--- config.mk ---
export PLATFORM = sky130hd
export DESIGN_NAME = sorted_set_engine_top
export DESIGN_NICKNAME = d
export VERILOG_FILES = /design/src/rtl/sse_pkg.sv /design/src/rtl/sse_cell.sv /design/src/rtl/sorted_set_engine_top.sv
export SDC_FILE = /design/constraint.sdc
export NUM_CORES = 2
export LEC_CHECK = 0
export BUFFER_PORTS_ARGS = -buffer_cell sky130_fd_sc_hd__buf_2
export CORE_UTILIZATION = 35
export CTS_BUF_LIST = sky130_fd_sc_hd__clkbuf_4
export DETAILED_ROUTE_END_ITERATION = 10
export GPL_TIMING_DRIVEN = 0
export PLACE_DENSITY_LB_ADDON = 0.3
export SLEW_MARGIN = 20
export SYNTH_ARGS = -nofsm -noshare
export SYNTH_HDL_FRONTEND = slang
export SYNTH_HIERARCHICAL = 1
export SYNTH_SLANG_ARGS = --single-unit
--- constraint.sdc ---
create_clock -name i_clk -period 11.8 [get_ports i_clk]
set_input_delay 1.77 -clock i_clk [delete_from_list [all_inputs] [get_ports i_clk]]
set_output_delay 1.77 -clock i_clk [all_outputs]
set_load 0.1 [all_outputs]
--- src/rtl/sse_pkg.sv ---
package sse_pkg;

    localparam int KEY_W   = 16;
    localparam int OP_W    = 2;
    localparam int COUNT_W = 7;

    localparam logic [OP_W-1:0] OP_MEMBER = 2'd0;
    localparam logic [OP_W-1:0] OP_INSERT = 2'd1;
    localparam logic [OP_W-1:0] OP_DELETE = 2'd2;

    typedef enum logic [1:0] {
        S_IDLE,
        S_CMP,
        S_EXEC
    } t_state;

    typedef struct packed {
        logic cmp;
        logic ins;
        logic del;
    } t_cell_ctl;

endpackage

--- src/rtl/sse_cell.sv ---
module sse_cell (
    input  logic                          i_clk,
    input  sse_pkg::t_cell_ctl            i_ctl,
    input  logic [sse_pkg::KEY_W-1:0]     i_key,
    input  logic                          i_in_use,
    input  logic [sse_pkg::KEY_W-1:0]     i_lower_value,
    input  logic [sse_pkg::KEY_W-1:0]     i_upper_value,
    input  logic                          i_lower_lt,
    output logic [sse_pkg::KEY_W-1:0]     o_value,
    output logic                          o_lt,
    output logic                          o_eq
);

    logic [sse_pkg::KEY_W-1:0] r_value;
    logic [sse_pkg::KEY_W-1:0] n_value;
    logic                      r_lt;
    logic                      r_eq;

    always_comb begin
        n_value = r_value;
        if (i_ctl.ins && !r_lt) begin
            n_value = i_lower_lt ? i_key : i_lower_value;
        end else if (i_ctl.del && !r_lt) begin
            n_value = i_upper_value;
        end
    end

    always_ff @(posedge i_clk) begin
        r_value <= n_value;
        if (i_ctl.cmp) begin
            r_lt <= i_in_use && (r_value < i_key);
            r_eq <= i_in_use && (r_value == i_key);
        end
    end

    assign o_value = r_value;
    assign o_lt    = r_lt;
    assign o_eq    = r_eq;

endmodule

--- src/rtl/sorted_set_engine_top.sv ---
// Channel   Valid        Ready        Payload
// request   i_in_valid   o_in_ready   i_operation, i_key_value
// result    o_out_valid  i_out_ready  o_success, o_store_full, o_entry_count
//
// Each word passes through capture, a compare in every cell, then the update.
// The update shifts every cell not below the key by one at once, so CAPACITY does not change the rate.
// Reset clears the count and the control state; the value cells are not cleared.
// A waiting result holds the update step until the result register is free.
module sorted_set_engine_top #(
    parameter int CAPACITY = 64
) (
    input  logic                          i_clk,
    input  logic                          i_rst_n,
    input  logic                          i_in_valid,
    output logic                          o_in_ready,
    input  logic [sse_pkg::OP_W-1:0]      i_operation,
    input  logic [sse_pkg::KEY_W-1:0]     i_key_value,
    output logic                          o_out_valid,
    input  logic                          i_out_ready,
    output logic                          o_success,
    output logic                          o_store_full,
    output logic [sse_pkg::COUNT_W-1:0]   o_entry_count
);

    localparam int CW = $clog2(CAPACITY + 1);

    sse_pkg::t_state               r_state;
    sse_pkg::t_state               n_state;
    logic [sse_pkg::OP_W-1:0]      r_op;
    logic [sse_pkg::KEY_W-1:0]     r_key;
    logic [CW-1:0]                 r_count;
    logic [CW-1:0]                 n_count;
    logic                          r_out_valid;
    logic                          n_out_valid;
    logic                          r_success;
    logic                          n_success;
    logic                          r_full;
    logic                          n_full;
    logic [sse_pkg::COUNT_W-1:0]   r_out_count;
    logic [sse_pkg::COUNT_W-1:0]   n_out_count;

    sse_pkg::t_cell_ctl            cell_ctl;
    logic [sse_pkg::KEY_W-1:0]     cell_value [CAPACITY];
    logic [CAPACITY-1:0]           cell_lt;
    logic [CAPACITY-1:0]           cell_eq;
    logic                          present;
    logic                          store_at_cap;
    logic                          in_fire;
    logic                          exec_go;

    assign in_fire      = i_in_valid && o_in_ready;
    assign present      = |cell_eq;
    assign store_at_cap = (r_count == CW'(CAPACITY));
    assign exec_go      = (r_state == sse_pkg::S_EXEC) && (!r_out_valid || i_out_ready);

    for (genvar g = 0; g < CAPACITY; g++) begin : g_cell
        logic [sse_pkg::KEY_W-1:0] lower_value;
        logic [sse_pkg::KEY_W-1:0] upper_value;
        logic                      lower_lt;

        if (g == 0) begin : g_first
            assign lower_value = r_key;
            assign lower_lt    = 1'b1;
        end else begin : g_mid
            assign lower_value = cell_value[g-1];
            assign lower_lt    = cell_lt[g-1];
        end

        if (g == CAPACITY - 1) begin : g_last
            assign upper_value = r_key;
        end else begin : g_low
            assign upper_value = cell_value[g+1];
        end

        sse_cell u_cell (
            .i_clk         (i_clk),
            .i_ctl         (cell_ctl),
            .i_key         (r_key),
            .i_in_use      (r_count > CW'(g)),
            .i_lower_value (lower_value),
            .i_upper_value (upper_value),
            .i_lower_lt    (lower_lt),
            .o_value       (cell_value[g]),
            .o_lt          (cell_lt[g]),
            .o_eq          (cell_eq[g])
        );
    end

    always_comb begin
        n_state     = r_state;
        n_count     = r_count;
        n_out_valid = r_out_valid && !i_out_ready;
        n_success   = r_success;
        n_full      = r_full;
        n_out_count = r_out_count;
        cell_ctl    = '0;
        unique case (r_state)
            sse_pkg::S_IDLE: begin
                if (in_fire) begin
                    n_state = sse_pkg::S_CMP;
                end
            end
            sse_pkg::S_CMP: begin
                cell_ctl.cmp = 1'b1;
                n_state      = sse_pkg::S_EXEC;
            end
            sse_pkg::S_EXEC: begin
                if (exec_go) begin
                    n_success = 1'b0;
                    n_full    = 1'b0;
                    priority if (r_op == sse_pkg::OP_MEMBER) begin
                        n_success = present;
                    end else if (r_op == sse_pkg::OP_INSERT && !present) begin
                        if (store_at_cap) begin
                            n_full = 1'b1;
                        end else begin
                            cell_ctl.ins = 1'b1;
                            n_count      = r_count + CW'(1);
                            n_success    = 1'b1;
                        end
                    end else if (r_op == sse_pkg::OP_DELETE && present) begin
                        cell_ctl.del = 1'b1;
                        n_count      = r_count - CW'(1);
                        n_success    = 1'b1;
                    end else begin
                        n_success = 1'b0;
                    end
                    n_out_count = sse_pkg::COUNT_W'(n_count);
                    n_out_valid = 1'b1;
                    n_state     = sse_pkg::S_IDLE;
                end
            end
            default: begin
                n_state = sse_pkg::S_IDLE;
            end
        endcase
    end

    always_ff @(posedge i_clk) begin
        if (!i_rst_n) begin
            r_state     <= sse_pkg::S_IDLE;
            r_count     <= '0;
            r_out_valid <= 1'b0;
        end else begin
            r_state     <= n_state;
            r_count     <= n_count;
            r_out_valid <= n_out_valid;
        end
    end

    always_ff @(posedge i_clk) begin
        if (in_fire) begin
            r_op  <= i_operation;
            r_key <= i_key_value;
        end
        r_success   <= n_success;
        r_full      <= n_full;
        r_out_count <= n_out_count;
    end

    assign o_in_ready    = (r_state == sse_pkg::S_IDLE);
    assign o_out_valid   = r_out_valid;
    assign o_success     = r_success;
    assign o_store_full  = r_full;
    assign o_entry_count = r_out_count;

    a_count_bound: assert property (@(posedge i_clk) disable iff (!i_rst_n)
        r_count <= CW'(CAPACITY))
        else $error("held count exceeds capacity");

    a_insert_grows: assert property (@(posedge i_clk) disable iff (!i_rst_n)
        (exec_go && cell_ctl.ins) |=> (r_count == $past(r_count) + CW'(1)))
        else $error("successful insert did not grow the count");

    a_full_only_at_cap: assert property (@(posedge i_clk) disable iff (!i_rst_n)
        (exec_go && n_full) |-> (store_at_cap && r_op == sse_pkg::OP_INSERT))
        else $error("store full reported below capacity");

    a_busy_after_accept: assert property (@(posedge i_clk) disable iff (!i_rst_n)
        in_fire |=> !o_in_ready)
        else $error("request accepted while a word is in progress");

endmodule

Word-level counts from Yosys, hierarchy flattened
Index checks and enable logic that the tools add are counted.
Word-level totals
  register bits: 1189
  input port bits: 22
  word-level logic and storage cells: 1012
Cells by class
  add/sub/neg operators: 2
  order comparisons: 128
  equal/unequal tests: 71
  mux-type cells: 211
  bitwise logic cells: 1
  reduce and logical (&&, ||, !) cells: 399
Operators by type and width (number)
  two-way mux 16 bit: 191
  == test 16 bit: 64
  < comparator 16 bit: 64
  logical AND 1 bit: 261
  greater-than comparator 7 x 6 -> 1 bit, second input constant: 32
  nonzero test 2 bit: 64
  greater-than comparator 7 x 5 -> 1 bit, second input constant: 16
  logical NOT 1 bit: 67
  OR reduction 64 bit: 1
  greater-than comparator 7 x 4 -> 1 bit, second input constant: 8
  greater-than comparator 7 x 3 -> 1 bit, second input constant: 4
  two-way mux 7 bit: 4
  greater-than comparator 7 x 1 -> 1 bit, second input constant: 2
  greater-than comparator 7 x 2 -> 1 bit, second input constant: 2
  two-way mux 1 bit: 10
  two-way mux 2 bit: 5
  adder 7 x 1 -> 7 bit, second input constant: 1
  == test 7 bit, second input constant: 1
  subtractor 7 x 1 -> 7 bit, second input constant: 1
  one-hot mux 2 bit (3 select lines): 1
  == test 2 x 1 -> 1 bit, second input constant: 2
  == test 2 bit, second input constant: 2
  logical NOT 2 bit: 2
  AND reduction 2 bit: 2
  other kinds (5): 5

Logic depth before layout (Yosys ltp)
  depth after elaboration: 10
  depth in mapped cells: 10

Hierarchy
The synthesis kept the hierarchy.
Modules (own cells, without submodules)
  sse_cell at g_cell[0].u_cell ...: times used 63, cells an instance 132, area an instance 1301.2 um^2, seq. area each 540.5 um^2
  sorted_set_engine_top: times used 1, cells an instance 320, area an instance 2596.2 um^2, seq. area each 1011.0 um^2
  sse_cell at g_cell[40].u_cell: times used 1, cells an instance 132, area an instance 1320.0 um^2, seq. area each 540.5 um^2

Least setup slack after synthesis
OpenSTA, ideal clock, no wires.
  kind: input port to flip-flop
  start point: input port i_out_ready
  end point: register g_cell[0].u_cell.r_value (netlist bit g_cell[0].u_cell/o_value[0]), enable pin
  setup time: 0.389 ns
  arrival: 9.569 ns
  required time: 11.411 ns
  setup slack: 1.842 ns
  stages on the path: 6
  path buffers: 1
  path through: nand2b_1 nand2b_1 buf_4 nor3_1 nor2_1 nor2_1
RTL lines
  start: declaration: line sorted_set_engine_top.sv:19  | input logic i_out_ready,
  end signal: assignment: line sse_cell.sv:29  | r_value <= n_value;
  end: declaration: line sse_cell.sv:14  | logic [sse_pkg::KEY_W-1:0] r_value;

==> flow_summary.ini <==
[status]
status = finished, final reports clean

[cts]
cts_tree = yes
postCtsSetupBuffers = 0
cts.sinks = 1189
clockBufferDepth = 4
cts-root-buf = clkbuf_4
clkTransAtPathRegs_ns = 0.07
cts_hold_buf = 0
ctsHtreeMaxLevel = 5
cts_resized = 0
cts_buffers = 351
clk_latency_ns = 1.37

[run]
drv_cap = 0

[routing]
via_count = 68900
wl_per_cell_um = 20.7
routed_wl_um = 264000
drcViolationCount = 0
drt_iter0_markers = 5294
drt_pass1_iterations = 8
postRouteAntennaNets = 0
viasPerCell = 5.39

[floorplanning]
floorplan.rows = 181
die_h_um = 497
core-area_sq_um = 244000
start_util = 0.352
dieArea_sq_um = 247000
die_w_um = 497
ios = 33

[global_route]
grt_pass1_vias = 70915
met1_usage = 0.281
top_usage_layer = met2
grt_usage = 0.208
use_met3 = 0.0289
grt_max_degree = 22
gr-usage-met2 = 0.345
grt_overflow_total = 0
antenna_found_initial = 9
grt_pass1_wl_um = 409000

[worst_setup_path]
cpMaxStageDelayCell = nor2_2
cp.arrival_ns = 6.26
crit_chain = nor4_1 > nand4_1 > nor4_4 > nand2_2 > nor3_2 > buf_6 > buf_4 > buf_4 > buf_4 > nor2_1 > nor2_2
cpPeakStageDelay_ns = 0.71
rr_startpoint = g_cell[61].u_cell/o_eq
worstSetupStartpointType = register
criticalPathCategory = reg2reg
end_kind = register
crit_start = g_cell[61].u_cell/o_eq
crit_path_frequent_cell = buf_4
cp.required_ns = 12.76
crit_fanout = 16

[synth]
seq_area_frac_synth = 0.415
async_reset_ff_frac = 0
ys_seq_elements = 1189
synth_edf_count = 1179
syn-num-nets = 9819
synth_area_per_cell_sq_um = 9.80
synth_area_sq_um = 85900
synth_cell_types = 63
ys.flop_type = edfxtp_1
synth_top_area_frac = 0.412
synthCells = 8768
synth_top_area_cell = edfxtp_1
yosys_warnings = 6
synth_area_leaders = edfxtp_1 (41%), ha_1 (15%), mux2i_1 (12%), o21ai_0 (6.6%), nand2_1 (5.9%)

[sta]
finalSetupViolations = 0
relSlewSlack = 0.201
hold_violations = 0
min_period_ns = 5.30
fmax_mhz = 189
worst_slew_pin_slew_ns = 1.19
setup-tns-final_ns = 0
fin_skew_ns = 0.100
fin_crit_sh = 0.449
rsz0062_at_grt = no
hold_ws_ns = 0.548
slew_violations = 0

[power_and_ir_drop]
swShare = 0.275
pwr-share-seq = 0.479
p_clk_frac = 0.398
power_density_nw_per_um2 = 100
combPwrFrac = 0.123
worst_ir_drop_vdd_mv = 0.0906
power.internal_uw = 7070
power.net_switching_uw = 2680
p_leak_uw = 0.0450

[finish]
final-seq-area_sq_um = 35600
fin_cells = 12772
stdcell_area_sq_um = 97100
multi_input_area_sq_um = 44400
drive_gt1_frac = 0.118
nets = 10372
fill_cells = 23969
syn2layout_area_growth_pct = 13.1

[place]
place_hpwl_um = 210000
gp_congestion = 0.877
portBuffers = 32
place_area_sq_um = 92900
dp_cells = 12169

[min_path]
min_from = g_cell[61].u_cell/o_value[7]
hp-class = reg2reg
[worst max-delay path, delay by kind of cell, from the launching register on]
| kind | cells | cell delay [ns] |
|---|---|---|
| buf+inv | 4 | 0.93 |
| flops | 1 | 0.51 |
| simple gates | 7 | 3.48 |
[cells in the mapped netlist, drive strengths merged (6+ instances only)]
cell type     n
a211oi       65
a21boi        6
a21o         66
a21oi       456
a221o        64
and3         66
and4         64
buf         136
clkbuf      205
dfxtp        10
edfxtp     1179
ha         1029
inv        1095
mux2i      1028
nand2      1343
nand2b      133
nand3       135
nand4       133
nor2        221
nor4         83
o21ai      1199
[cell families (layout without fill, tap and decap cells)]
| group | after synthesis | in the layout | synth area share |
|---|---|---|---|
| simple gates | 2198 | 2198 | 0.120 |
| other cells | 1 | 9 | 0.0000437 |
| xor+xnor | 3 | 3 | 0.000306 |
| fa+ha+maj | 1029 | 1029 | 0.150 |
| compound gates | 1884 | 1884 | 0.124 |
| mux | 1028 | 1028 | 0.120 |
| buf+inv | 1436 | 2230 | 0.0715 |
| flops | 1189 | 1189 | 0.415 |
[layout make-up]
type | instances | share of cell area
antenna | 8 | 0.000206
buffer | 341 | 0.0209
clock buffer | 508 | 0.0393
clock inverter | 86 | 0.00344
inverter | 1095 | 0.0423
multi-input combinational | 6143 | 0.457
sequential | 1189 | 0.367
tap | 3202 | 0.0413
timing repair buffer | 200 | 0.0293
[through the flow]
stage / setup WS [ns] / total power, uW / util
after floorplan: 1.84 / 5560 / -
after global placement: -8.97 / 5930 / 0.370
after detailed placement: 6.44 / 5940 / 0.381
after CTS: 6.41 / 9860 / 0.398
after global routing: 6.39 / 10200 / 0.399
final: 6.50 / 9750 / 0.399
[metal layers]
| layer | vias up | wire [um] |
|---|---|---|
| met1 | 33586 | 120000 |
| met5 | - | 0 |
| met2 | 2176 | 123000 |
| met4 | 0 | 6330 |
| li1 | 32672 | - |
| met3 | 466 | 15200 |
[power by group through the flow]
stage	Combinational (uW)	Sequential (uW)	Clock (uW)
after CTS	1180	4670	4000
after detailed placement	1180	4760	0
after floorplan	738	4820	0
after global placement	984	4950	0
after global routing	1310	4670	4190
final	1200	4670	3880
[state kept, by name, summed over array words and instances, names as in the netlist]
register and flops:
o_entry_count 7, r_state 2, g_cell.u_cell/o_eq 64, r_op 2, g_cell.u_cell/o_value 1024, o_store_full 1, r_count 7, g_cell.u_cell/o_lt 64
o_out_valid 1, o_success 1, g_cell.lower_value 16
[worst paths after layout]
kind / endpoint / slack, ns / cells past startpoint
setup / recovery: g_cell[56].u_cell/o_value[12] / 6.50 / 11
hold / removal: g_cell[60].u_cell/o_value[7] / 0.55 / 2
hold reg to reg: g_cell[60].u_cell/o_value[7] / 0.55 / 2
setup reg to reg: g_cell[56].u_cell/o_value[12] / 6.50 / 11
[placed cells by master, fill, tap and decap left out, drive strengths merged, types with 65 or more instances in the layout]
cell type  count
o21ai       1199
buf          336
mux2i       1028
a211oi        65
nor4          83
nand2b       133
edfxtp      1179
inv         1100
a21o          66
nand4        133
nand3        135
and3          66
nand2       1343
a21oi        456
clkinv        81
ha          1029
nor2         221
clkbuf       713
(Power assumes the default switching activity.)
